## src/sv/rhw_pkg.sv

```systemverilog
package rhw_pkg;

	localparam int MAX_DEPTH = 32;
	localparam int SLOT_W = $clog2(MAX_DEPTH);
	localparam int Q_DEPTH = 4;
	localparam int Q_PTR_W = $clog2(Q_DEPTH);

	localparam logic [1:0] ACT_SEND = 2'd0;
	localparam logic [1:0] ACT_NACK = 2'd1;
	localparam logic [1:0] ACT_BEAT = 2'd2;

	localparam logic [1:0] REG_HISTORY_DEPTH = 2'd0;
	localparam logic [1:0] REG_RETRY_LIMIT = 2'd1;
	localparam logic [1:0] REG_OWN_WRITER_ID = 2'd2;

	localparam logic [5:0] HISTORY_DEPTH_RST = 6'd32;
	localparam logic [3:0] RETRY_LIMIT_RST = 4'd2;
	localparam logic [31:0] OWN_WRITER_ID_RST = 32'd2;

	typedef struct packed {
		logic [1:0] action;
		logic [31:0] req_writer_id;
		logic [63:0] req_seq;
	} req_item_t;

	typedef struct packed {
		logic [63:0] seq_first;
		logic [63:0] seq_last;
		logic [4:0] slot_index;
		logic grant;
		logic [3:0] retry_count;
		logic [31:0] beat_count;
	} rsp_item_t;

	// Item after the front end has decoded it.
	typedef struct packed {
		logic [1:0] action;
		logic id_match;
		logic [63:0] req_seq;
	} cls_item_t;

	typedef struct packed {
		logic [5:0] history_depth;
		logic [3:0] retry_limit;
	} back_cfg_t;

endpackage

```

## src/sv/rhw_ram.sv

```systemverilog
module rhw_ram #(
	parameter int WIDTH = 4,
	parameter int DEPTH = 32
) (
	input logic clk,
	input logic we,
	input logic [$clog2(DEPTH)-1:0] waddr,
	input logic [WIDTH-1:0] wdata,
	input logic [$clog2(DEPTH)-1:0] raddr,
	output logic [WIDTH-1:0] rdata
);

	logic [WIDTH-1:0] mem_q [DEPTH];

	always_ff @(posedge clk) begin
		if (we) begin
			mem_q[waddr] <= wdata;
		end
		rdata <= mem_q[raddr];
	end

endmodule

```

## src/sv/rhw_front.sv

```systemverilog
module rhw_front (
	input logic clk,
	input logic arst_n,
	input logic req_valid,
	output logic req_stall,
	input rhw_pkg::req_item_t req,
	input logic [31:0] own_writer_id,
	input logic q_full,
	output logic push,
	output rhw_pkg::cls_item_t push_item
);
	import rhw_pkg::*;

	logic valid_s1;
	cls_item_t item_s1;
	logic take;

	assign push = valid_s1 && !q_full;
	assign req_stall = valid_s1 && q_full;
	assign take = req_valid && !req_stall;
	assign push_item = item_s1;

	always_ff @(posedge clk or negedge arst_n) begin
		if (!arst_n) begin
			valid_s1 <= 1'b0;
		end else if (take) begin
			valid_s1 <= 1'b1;
		end else if (push) begin
			valid_s1 <= 1'b0;
		end
	end

	always_ff @(posedge clk) begin
		if (take) begin
			item_s1.action <= req.action;
			item_s1.id_match <= (req.req_writer_id == own_writer_id);
			item_s1.req_seq <= req.req_seq;
		end
	end

endmodule

```

## src/sv/rhw_queue.sv

```systemverilog
module rhw_queue (
	input logic clk,
	input logic arst_n,
	input logic push,
	input rhw_pkg::cls_item_t push_item,
	input logic pop,
	output rhw_pkg::cls_item_t head,
	output logic full,
	output logic empty
);
	import rhw_pkg::*;

	cls_item_t slots_q [Q_DEPTH];
	logic [Q_PTR_W-1:0] wr_ptr_q;
	logic [Q_PTR_W-1:0] rd_ptr_q;
	logic [Q_PTR_W:0] count_q;

	assign full = (count_q == (Q_PTR_W+1)'(Q_DEPTH));
	assign empty = (count_q == '0);
	assign head = slots_q[rd_ptr_q];

	always_ff @(posedge clk or negedge arst_n) begin
		if (!arst_n) begin
			wr_ptr_q <= '0;
			rd_ptr_q <= '0;
			count_q <= '0;
		end else begin
			if (push) begin
				wr_ptr_q <= wr_ptr_q + 1'b1;
			end
			if (pop) begin
				rd_ptr_q <= rd_ptr_q + 1'b1;
			end
			if (push && !pop) begin
				count_q <= count_q + 1'b1;
			end else if (pop && !push) begin
				count_q <= count_q - 1'b1;
			end
		end
	end

	always_ff @(posedge clk) begin
		if (push) begin
			slots_q[wr_ptr_q] <= push_item;
		end
	end

endmodule

```

## src/sv/rhw_back.sv

```systemverilog
module rhw_back (
	input logic clk,
	input logic arst_n,
	input rhw_pkg::back_cfg_t cfg,
	input rhw_pkg::cls_item_t head,
	input logic q_empty,
	output logic pop,
	output logic rsp_valid,
	input logic rsp_stall,
	output rhw_pkg::rsp_item_t rsp
);
	import rhw_pkg::*;

	localparam logic ST_IDLE = 1'b0;
	localparam logic ST_LOOK = 1'b1;

	logic state_q;
	logic state_d;
	logic [63:0] next_seq_q;
	logic [5:0] occ_q;
	logic [31:0] beat_q;
	logic hit_q;
	logic [SLOT_W-1:0] slot_q;
	logic rsp_valid_q;
	rsp_item_t rsp_q;

	logic out_free;
	logic load;
	rsp_item_t rsp_d;
	logic do_send;
	logic do_beat;
	logic [5:0] eff_depth;
	logic [5:0] occ_inc;
	logic [5:0] occ_d;
	logic [63:0] seq_gap;
	logic hit_now;
	logic ram_we;
	logic [SLOT_W-1:0] ram_waddr;
	logic [3:0] ram_wdata;
	logic [SLOT_W-1:0] ram_raddr;
	logic [3:0] ram_rdata;

	assign out_free = !rsp_valid_q || !rsp_stall;
	assign rsp_valid = rsp_valid_q;
	assign rsp = rsp_q;

	assign eff_depth = (cfg.history_depth > 6'(MAX_DEPTH)) ? 6'(MAX_DEPTH) : cfg.history_depth;
	assign occ_inc = occ_q + 6'd1;
	assign seq_gap = next_seq_q - head.req_seq;
	assign hit_now = head.id_match && (seq_gap != 64'd0) && (seq_gap <= {58'd0, occ_q});
	assign ram_raddr = (state_q == ST_IDLE) ? head.req_seq[SLOT_W-1:0] : slot_q;

	always_comb begin
		pop = 1'b0;
		load = 1'b0;
		do_send = 1'b0;
		do_beat = 1'b0;
		state_d = state_q;
		rsp_d = '0;
		occ_d = occ_q;
		ram_we = 1'b0;
		ram_waddr = next_seq_q[SLOT_W-1:0];
		ram_wdata = 4'd0;
		case (state_q)
			ST_IDLE: begin
				if (!q_empty) begin
					if (head.action == ACT_NACK) begin
						// The counter read is issued now; ST_LOOK re-reads the slot and uses the data when the output is free.
						pop = 1'b1;
						state_d = ST_LOOK;
					end else if (out_free) begin
						pop = 1'b1;
						load = 1'b1;
						case (head.action)
							ACT_SEND: begin
								do_send = 1'b1;
								rsp_d.seq_first = next_seq_q;
								if (eff_depth == 6'd0) begin
									occ_d = 6'd0;
								end else begin
									ram_we = 1'b1;
									rsp_d.slot_index = next_seq_q[SLOT_W-1:0];
									occ_d = (occ_inc > eff_depth) ? eff_depth : occ_inc;
								end
							end
							ACT_BEAT: begin
								do_beat = 1'b1;
								rsp_d.seq_first = next_seq_q - {58'd0, occ_q};
								rsp_d.seq_last = (next_seq_q > 64'd1) ? next_seq_q - 64'd1 : 64'd0;
								rsp_d.beat_count = beat_q;
							end
							default: begin
								rsp_d = '0;
							end
						endcase
					end
				end
			end
			ST_LOOK: begin
				if (out_free) begin
					load = 1'b1;
					state_d = ST_IDLE;
					if (hit_q) begin
						rsp_d.retry_count = ram_rdata;
						if (ram_rdata < cfg.retry_limit) begin
							ram_we = 1'b1;
							ram_waddr = slot_q;
							ram_wdata = ram_rdata + 4'd1;
							rsp_d.grant = 1'b1;
							rsp_d.slot_index = slot_q;
							rsp_d.retry_count = ram_rdata + 4'd1;
						end
					end
				end
			end
			default: begin
				state_d = ST_IDLE;
			end
		endcase
	end

	always_ff @(posedge clk or negedge arst_n) begin
		if (!arst_n) begin
			state_q <= ST_IDLE;
			next_seq_q <= 64'd1;
			occ_q <= 6'd0;
			beat_q <= 32'd0;
			rsp_valid_q <= 1'b0;
		end else begin
			state_q <= state_d;
			occ_q <= occ_d;
			if (do_send) begin
				next_seq_q <= next_seq_q + 64'd1;
			end
			if (do_beat) begin
				beat_q <= beat_q + 32'd1;
			end
			if (load) begin
				rsp_valid_q <= 1'b1;
			end else if (!rsp_stall) begin
				rsp_valid_q <= 1'b0;
			end
		end
	end

	always_ff @(posedge clk) begin
		if (state_q == ST_IDLE && pop) begin
			hit_q <= hit_now;
			slot_q <= head.req_seq[SLOT_W-1:0];
		end
		if (load) begin
			rsp_q <= rsp_d;
		end
	end

	rhw_ram #(
		.WIDTH(4),
		.DEPTH(MAX_DEPTH)
	) u_retry_ram (
		.clk(clk),
		.we(ram_we),
		.waddr(ram_waddr),
		.wdata(ram_wdata),
		.raddr(ram_raddr),
		.rdata(ram_rdata)
	);

`ifndef SYNTHESIS
	a_occ_bound: assert property (@(posedge clk) disable iff (!arst_n)
		occ_q <= 6'(MAX_DEPTH))
		else $error("window occupancy above maximum depth");

	a_grant_count: assert property (@(posedge clk) disable iff (!arst_n)
		(rsp_valid_q && rsp_q.grant) |-> (rsp_q.retry_count != 4'd0))
		else $error("granted retransmit with zero retry count");

	a_look_write: assert property (@(posedge clk) disable iff (!arst_n)
		(state_q == ST_LOOK && ram_we) |-> hit_q)
		else $error("retry counter written for a sample not in the window");

	a_look_no_pop: assert property (@(posedge clk) disable iff (!arst_n)
		(state_q == ST_LOOK) |-> !pop)
		else $error("queue popped while a nack lookup is in progress");
`endif

endmodule

```

## src/sv/retransmit_history_window.sv

```systemverilog
// Items pass the front register, the queue and the result register; a nack also passes the
// lookup state. Throughput: one send or heartbeat item per cycle when not stalled; a nack
// holds the back end for the read-modify-write of its retry counter in the registered-read RAM.
// Reset: next sequence 1, window empty, heartbeat count 0, registers at their defaults.
// The retry counter RAM is not cleared; every held entry is written by its send first.
module retransmit_history_window (
	input logic clk,
	input logic arst_n,
	input logic req_valid,
	output logic req_stall,
	input rhw_pkg::req_item_t req,
	output logic rsp_valid,
	input logic rsp_stall,
	output rhw_pkg::rsp_item_t rsp,
	input logic cfg_valid,
	output logic cfg_ready,
	input logic [1:0] cfg_index,
	input logic [31:0] cfg_data
);
	import rhw_pkg::*;

	logic [5:0] history_depth_q;
	logic [3:0] retry_limit_q;
	logic [31:0] own_writer_id_q;
	back_cfg_t back_cfg;
	logic q_full;
	logic q_empty;
	logic push;
	logic pop;
	cls_item_t push_item;
	cls_item_t head;

	assign cfg_ready = 1'b1;
	assign back_cfg.history_depth = history_depth_q;
	assign back_cfg.retry_limit = retry_limit_q;

	always_ff @(posedge clk or negedge arst_n) begin
		if (!arst_n) begin
			history_depth_q <= HISTORY_DEPTH_RST;
			retry_limit_q <= RETRY_LIMIT_RST;
			own_writer_id_q <= OWN_WRITER_ID_RST;
		end else if (cfg_valid && cfg_ready) begin
			case (cfg_index)
				REG_HISTORY_DEPTH: history_depth_q <= cfg_data[5:0];
				REG_RETRY_LIMIT: retry_limit_q <= cfg_data[3:0];
				REG_OWN_WRITER_ID: own_writer_id_q <= cfg_data;
				default: begin
				end
			endcase
		end
	end

	rhw_front u_front (
		.clk(clk),
		.arst_n(arst_n),
		.req_valid(req_valid),
		.req_stall(req_stall),
		.req(req),
		.own_writer_id(own_writer_id_q),
		.q_full(q_full),
		.push(push),
		.push_item(push_item)
	);

	rhw_queue u_queue (
		.clk(clk),
		.arst_n(arst_n),
		.push(push),
		.push_item(push_item),
		.pop(pop),
		.head(head),
		.full(q_full),
		.empty(q_empty)
	);

	rhw_back u_back (
		.clk(clk),
		.arst_n(arst_n),
		.cfg(back_cfg),
		.head(head),
		.q_empty(q_empty),
		.pop(pop),
		.rsp_valid(rsp_valid),
		.rsp_stall(rsp_stall),
		.rsp(rsp)
	);

endmodule

```

## config.mk

```make
export PLATFORM = sky130hd
export DESIGN_NAME = retransmit_history_window
export DESIGN_NICKNAME = d
export VERILOG_FILES = /design/src/sv/rhw_pkg.sv /design/src/sv/rhw_ram.sv /design/src/sv/rhw_front.sv /design/src/sv/rhw_queue.sv /design/src/sv/rhw_back.sv /design/src/sv/retransmit_history_window.sv
export SDC_FILE = /design/constraint.sdc
export NUM_CORES = 1
export LEC_CHECK = 0
export ABC_AREA = 1
export ABC_CLOCK_PERIOD_IN_PS = 16800
export BUFFER_PORTS_ARGS = -buffer_cell sky130_fd_sc_hd__buf_4
export CAP_MARGIN = 5
export CELL_PAD_IN_SITES_DETAIL_PLACEMENT = 1
export CELL_PAD_IN_SITES_GLOBAL_PLACEMENT = 2
export CORE_ASPECT_RATIO = 0.9
export CORE_MARGIN = 2
export CORE_UTILIZATION = 30
export CTS_BUF_LIST = sky130_fd_sc_hd__clkbuf_8
export CTS_CLUSTER_SIZE = 20
export DETAILED_ROUTE_END_ITERATION = 8
export GPL_TIMING_DRIVEN = 0
export PLACE_DENSITY_LB_ADDON = 0.1
export SETUP_SLACK_MARGIN = 0.2
export SYNTH_ARGS = -nofsm -noshare
export SYNTH_HDL_FRONTEND = slang
export SYNTH_SLANG_ARGS = --single-unit
```

## constraint.sdc

```tcl
create_clock -name clk -period 16.8 [get_ports clk]
set_clock_uncertainty 0.15 [all_clocks]
set_input_delay 2.52 -clock clk [delete_from_list [all_inputs] [get_ports clk]]
set_output_delay 2.52 -clock clk [all_outputs]
set_load 0.1 [all_outputs]
```

==> results.sh <==
export IMPL_post_cts_hold_buffer_count=0
export IMPL_post_cts_resized_instances=0
export IMPL_ios=310
export IMPL_cp_data_arrival_time_ns=7.68
export IMPL_reg2regPathDepth=24
export IMPL_first_pass_iters=5
export IMPL_cts_htree_levels=4
export IMPL_drt_wirelength_per_cell_um=23.2
export IMPL_drc_errors=0
export IMPL_cellLeakagePower_nw=20.4
export IMPL_synth_edff_count=639
export IMPL_worst_path_max_fanout=10
export IMPL_synthFlopType="sky130_fd_sc_hd__edfxtp_1"
export IMPL_syn_inst_count=4524
export IMPL_routed_wl_mm=161
export IMPL_yosys_top_cells_area="sky130_fd_sc_hd__edfxtp_1 46%, sky130_fd_sc_hd__nand2_1 9.6%, sky130_fd_sc_hd__dfrtp_1 9.1%"
export IMPL_cts_num_sinks=797
export IMPL_synth_most_common_cell="sky130_fd_sc_hd__nand2_1"
export IMPL_clock_fmax_mhz=138
export IMPL_p_sw_w=0.00581
export IMPL_stdcell_count=6950
export IMPL_timing_critical_path_from_type="flip-flop"
export IMPL_die_h_um=357
export IMPL_vias=33310
export IMPL_ys_ff_latch=797
export IMPL_reg2reg_slack_ns=9.57
export IMPL_worst_setup_path_type="reg2reg"
export IMPL_worst_ep_required_ns=17.24
export IMPL_grt_setup_unrepaired="no"
export IMPL_floorplan_initialDensity_pct=30.2
export IMPL_status="finished clean"
export IMPL_global_route_overflow_total=0
export IMPL_nets=5229
export IMPL_final_cycle_utilization_of_the_critical_path_pct=43.1
export IMPL_cts_made_buffers=146
export IMPL_syn_mean_instance_area_sq_um=9.16
export IMPL_timing_final_crit_period_ns=7.23
export IMPL_flow_area_growth_from_synthesis_pct=18.8
export IMPL_synthesized_area_fraction_occupied_by_ao_oa_aoi_and_oai_cells_pct=8.38
export IMPL_post_cts_repair_setup_buffers=0
export IMPL_clk_path_buf_depth=3
export IMPL_first_pass_grt_wire_length_mm=235
export IMPL_postSynth_asyncResetShare_pct=19.3
export IMPL_cellPowerDensity_nw_per_um2=223
export IMPL_netSwitchingFraction_pct=53.0
export IMPL_drt_iter0_drc=2287
export IMPL_worstSetupEndpointType="flip-flop"
export IMPL_synth_simple_gate_area_share_pct=21.5
export IMPL_hold_vio_cnt_final=0
export IMPL_yosysSeqAreaShare_pct=55.8
export IMPL_synth_area_sq_um=41400
export IMPL_place_port_buffers=308
export IMPL_layout_drive_gt1_share_pct=12.5
export IMPL_dp_hpwl_mm=126
export IMPL_setup_viol=0
export IMPL_place_gp_congestion=0.867
export IMPL_row_count=129
export IMPL_clock_transition_at_the_registers_of_the_reported_paths_ns=0.06
export IMPL_maxCapViolations=0
export IMPL_grt_usage_pct=22.7
export IMPL_crit_reg2reg_capture="u_back.hit_q"
export IMPL_grt_pass1_vias=34152
export IMPL_tightest_slew_ns=1.22
export IMPL_area_of_the_core_sq_um=137000
export IMPL_number_of_distinct_library_cells_after_synthesis=61
export IMPL_hold_path_startpoint="u_back.beat_q[31]"
export IMPL_fin_tns_setup_ns=0
export IMPL_routed_via_density=4.79
export IMPL_floorplan_die_width_um=396
export IMPL_min_delay_path_class="reg2reg"
export IMPL_die_area_sq_um=141000
export IMPL_power_share_combinational_pct=56.1
export IMPL_synth_xor_area_share_pct=3.64
export IMPL_grt_start_max_net_pins=81
export IMPL_grt_antenna_before_repair=8
export IMPL_numPlacedInstances=6679
export IMPL_post_synth_fa_ha_maj_area_fraction_pct=3.04
export IMPL_synth_nets=4760
export IMPL_power_share_sequential_pct=27.1
export IMPL_worst_skew_pair_late_latency_ns=0.88
export IMPL_internal_dissipation_w=0.00516
export IMPL_whs_path_depth=1
export IMPL_post_synth_mux_area_share_pct=0.734
export IMPL_cts_tree="built"
export IMPL_yosys_area_top_type_share_pct=46.3
export IMPL_ys_warn_count=0
export IMPL_synth_top_family_by_area="simple AND/OR/NAND/NOR gates"
export IMPL_peakVddDrop_uv=167
export IMPL_clk_root_buffer_cell="sky130_fd_sc_hd__clkbuf_8"
export IMPL_clock_power_share_pct=16.8
export IMPL_antenna_violating_nets_post_route=0
export IMPL_worst_hold_path_endpoint="u_back.beat_q[31]"
export IMPL_worst_r2r_startpoint="u_queue.rd_ptr_q[0]"
export IMPL_final_max_slew_violation_count=0
export IMPL_synth_area_leader_cell="sky130_fd_sc_hd__edfxtp_1"
export IMPL_synthTopCellsByCount="1058 x sky130_fd_sc_hd__nand2_1, 639 x sky130_fd_sc_hd__edfxtp_1, 603 x sky130_fd_sc_hd__inv_1, 603 x sky130_fd_sc_hd__nor2_1, 229 x sky130_fd_sc_hd__a21oi_1"
export IMPL_timing_slew_headroom_pct=18.1
kinds of logic after synthesis:
kind of cell,count (synthesis)
other,1
xor gates and xnor gates,172
buffers and inverters,738
muxes,27
AOI/OAI and AO/OA,568
and+or+nand+nor,2122
DFF,797
adders and majority gates,99
cell type report:
cell class / count / area, sq um
sequential: 797 / 23100
clock buffer: 157 / 2160
tap: 1834 / 2290
fill: 15916 / 88000
timing repair buffer: 321 / 2610
buffer: 120 / 505
clock inverter: 108 / 659
inverter: 618 / 2330
antenna: 6 / 15.0
multi-input combinational: 2989 / 15500
registers in the layout, indices dropped and copies added, names as in the netlist, 32 cells and up:
register	cells
u_front.push_item	67
u_back.beat_q	32
u_back.next_seq_q	64
u_back.u_retry_ram.mem_q	128
u_queue.slots_q	268
u_back.rsp	170
own_writer_id_q	32
worst max-delay path, stage by stage, from the launching register on:
cell and delay, ns:
sky130_fd_sc_hd__dfrtp_1 0.37, sky130_fd_sc_hd__inv_1 0.21, sky130_fd_sc_hd__buf_2 0.29, sky130_fd_sc_hd__clkbuf_1 0.84
sky130_fd_sc_hd__clkbuf_1 0.83, sky130_fd_sc_hd__clkbuf_1 0.88, sky130_fd_sc_hd__nand2_1 0.12, sky130_fd_sc_hd__a32o_1 0.30
sky130_fd_sc_hd__ha_1 0.38, sky130_fd_sc_hd__nand2_1 0.12, sky130_fd_sc_hd__nor2_1 0.29, sky130_fd_sc_hd__nand2_1 0.13
sky130_fd_sc_hd__nand2_1 0.19, sky130_fd_sc_hd__nand2_1 0.11, sky130_fd_sc_hd__nand2_1 0.09, sky130_fd_sc_hd__nand2_1 0.14
sky130_fd_sc_hd__nand2_1 0.20, sky130_fd_sc_hd__nand2_1 0.08, sky130_fd_sc_hd__nand2_1 0.08, sky130_fd_sc_hd__nand3_1 0.15
sky130_fd_sc_hd__nor2_1 0.14, sky130_fd_sc_hd__nand3_1 0.12, sky130_fd_sc_hd__nor2_1 0.15, sky130_fd_sc_hd__nand3_1 0.09
sky130_fd_sc_hd__nor2_1 0.49
placed cells by master (no fill, tap or decap), drive strengths merged, types with 4 or more instances in the layout:
cell type,instances
edfxtp,639
o21ai,162
nor3,95
inv,662
and3,4
dfxtp,4
nor4,34
o21a,20
nor3b,6
xor2,161
dfrtp,150
nor2,620
o22ai,6
xnor2,11
diode,6
nand4,59
buf,359
clkbuf,239
or2,7
o211ai,4
clkinvlp,4
clkinv,55
bufinv,5
o221ai,32
ha,96
nand2,1070
nand3b,15
a21oi,229
o21bai,41
a21o,4
nand3,208
mux2,27
a32o,59
dfstp,4
power by group through the flow:
| stage | Sequential, W | Combinational, W | Clock (W) |
|---|---|---|---|
| floorplan | 0.00450 | 0.00265 | 0 |
| global placement | 0.00314 | 0.00610 | 0 |
| detailed placement | 0.00301 | 0.00620 | 0 |
| CTS | 0.00298 | 0.00623 | 0.00190 |
| global route | 0.00302 | 0.00668 | 0.00198 |
| finish | 0.00298 | 0.00616 | 0.00184 |
per-stage QoR:
| step | instance area, sq um | setup WS (ns) | utilization [%] | total power, W | hold WS [ns] |
|---|---|---|---|---|---|
| 3_3_place_gp | 46000 | 6.39 | 33.6 | 0.00924 | 0.313 |
| 3_5_place_dp | 46400 | 9.52 | 33.8 | 0.00922 | 0.320 |
| 4_1_cts | 49200 | 9.50 | 35.9 | 0.0111 | 0.327 |
| 6_report | 49200 | 9.57 | 35.9 | 0.0110 | 0.320 |
| 5_1_grt | 49200 | 9.08 | 35.9 | 0.0117 | 0.336 |
| 2_1_floorplan | 41400 | 9.20 | - | 0.00715 | 0.292 |
how the worst max path moves through the flow:
stage	start	to	slack [ns]	depth (start not counted)
final	u_queue.rd_ptr_q[0]	u_back.hit_q	9.57	24
after global routing	u_queue.rd_ptr_q[0]	u_back.hit_q	9.08	23
after global placement	rsp_stall	u_back.rsp[69]	6.39	6
after CTS	u_queue.rd_ptr_q[0]	u_back.hit_q	9.50	23
after detailed placement	u_queue.rd_ptr_q[0]	u_back.hit_q	9.52	23
after floorplan	rsp_stall	u_back.rsp[0]	9.20	5
routing by layer:
metal | track usage [%] | routed length, um | part of all wire, % | up-vias
met5 | 0 | 0 | 0 | -
met4 | 4.76 | 2710 | 1.7 | 0
li1 | - | - | - | 16067
met2 | 35.5 | 72500 | 45 | 651
met3 | 4.01 | 7340 | 4.6 | 179
met1 | 32.7 | 78600 | 49 | 16413
(Power assumes the default switching activity.)
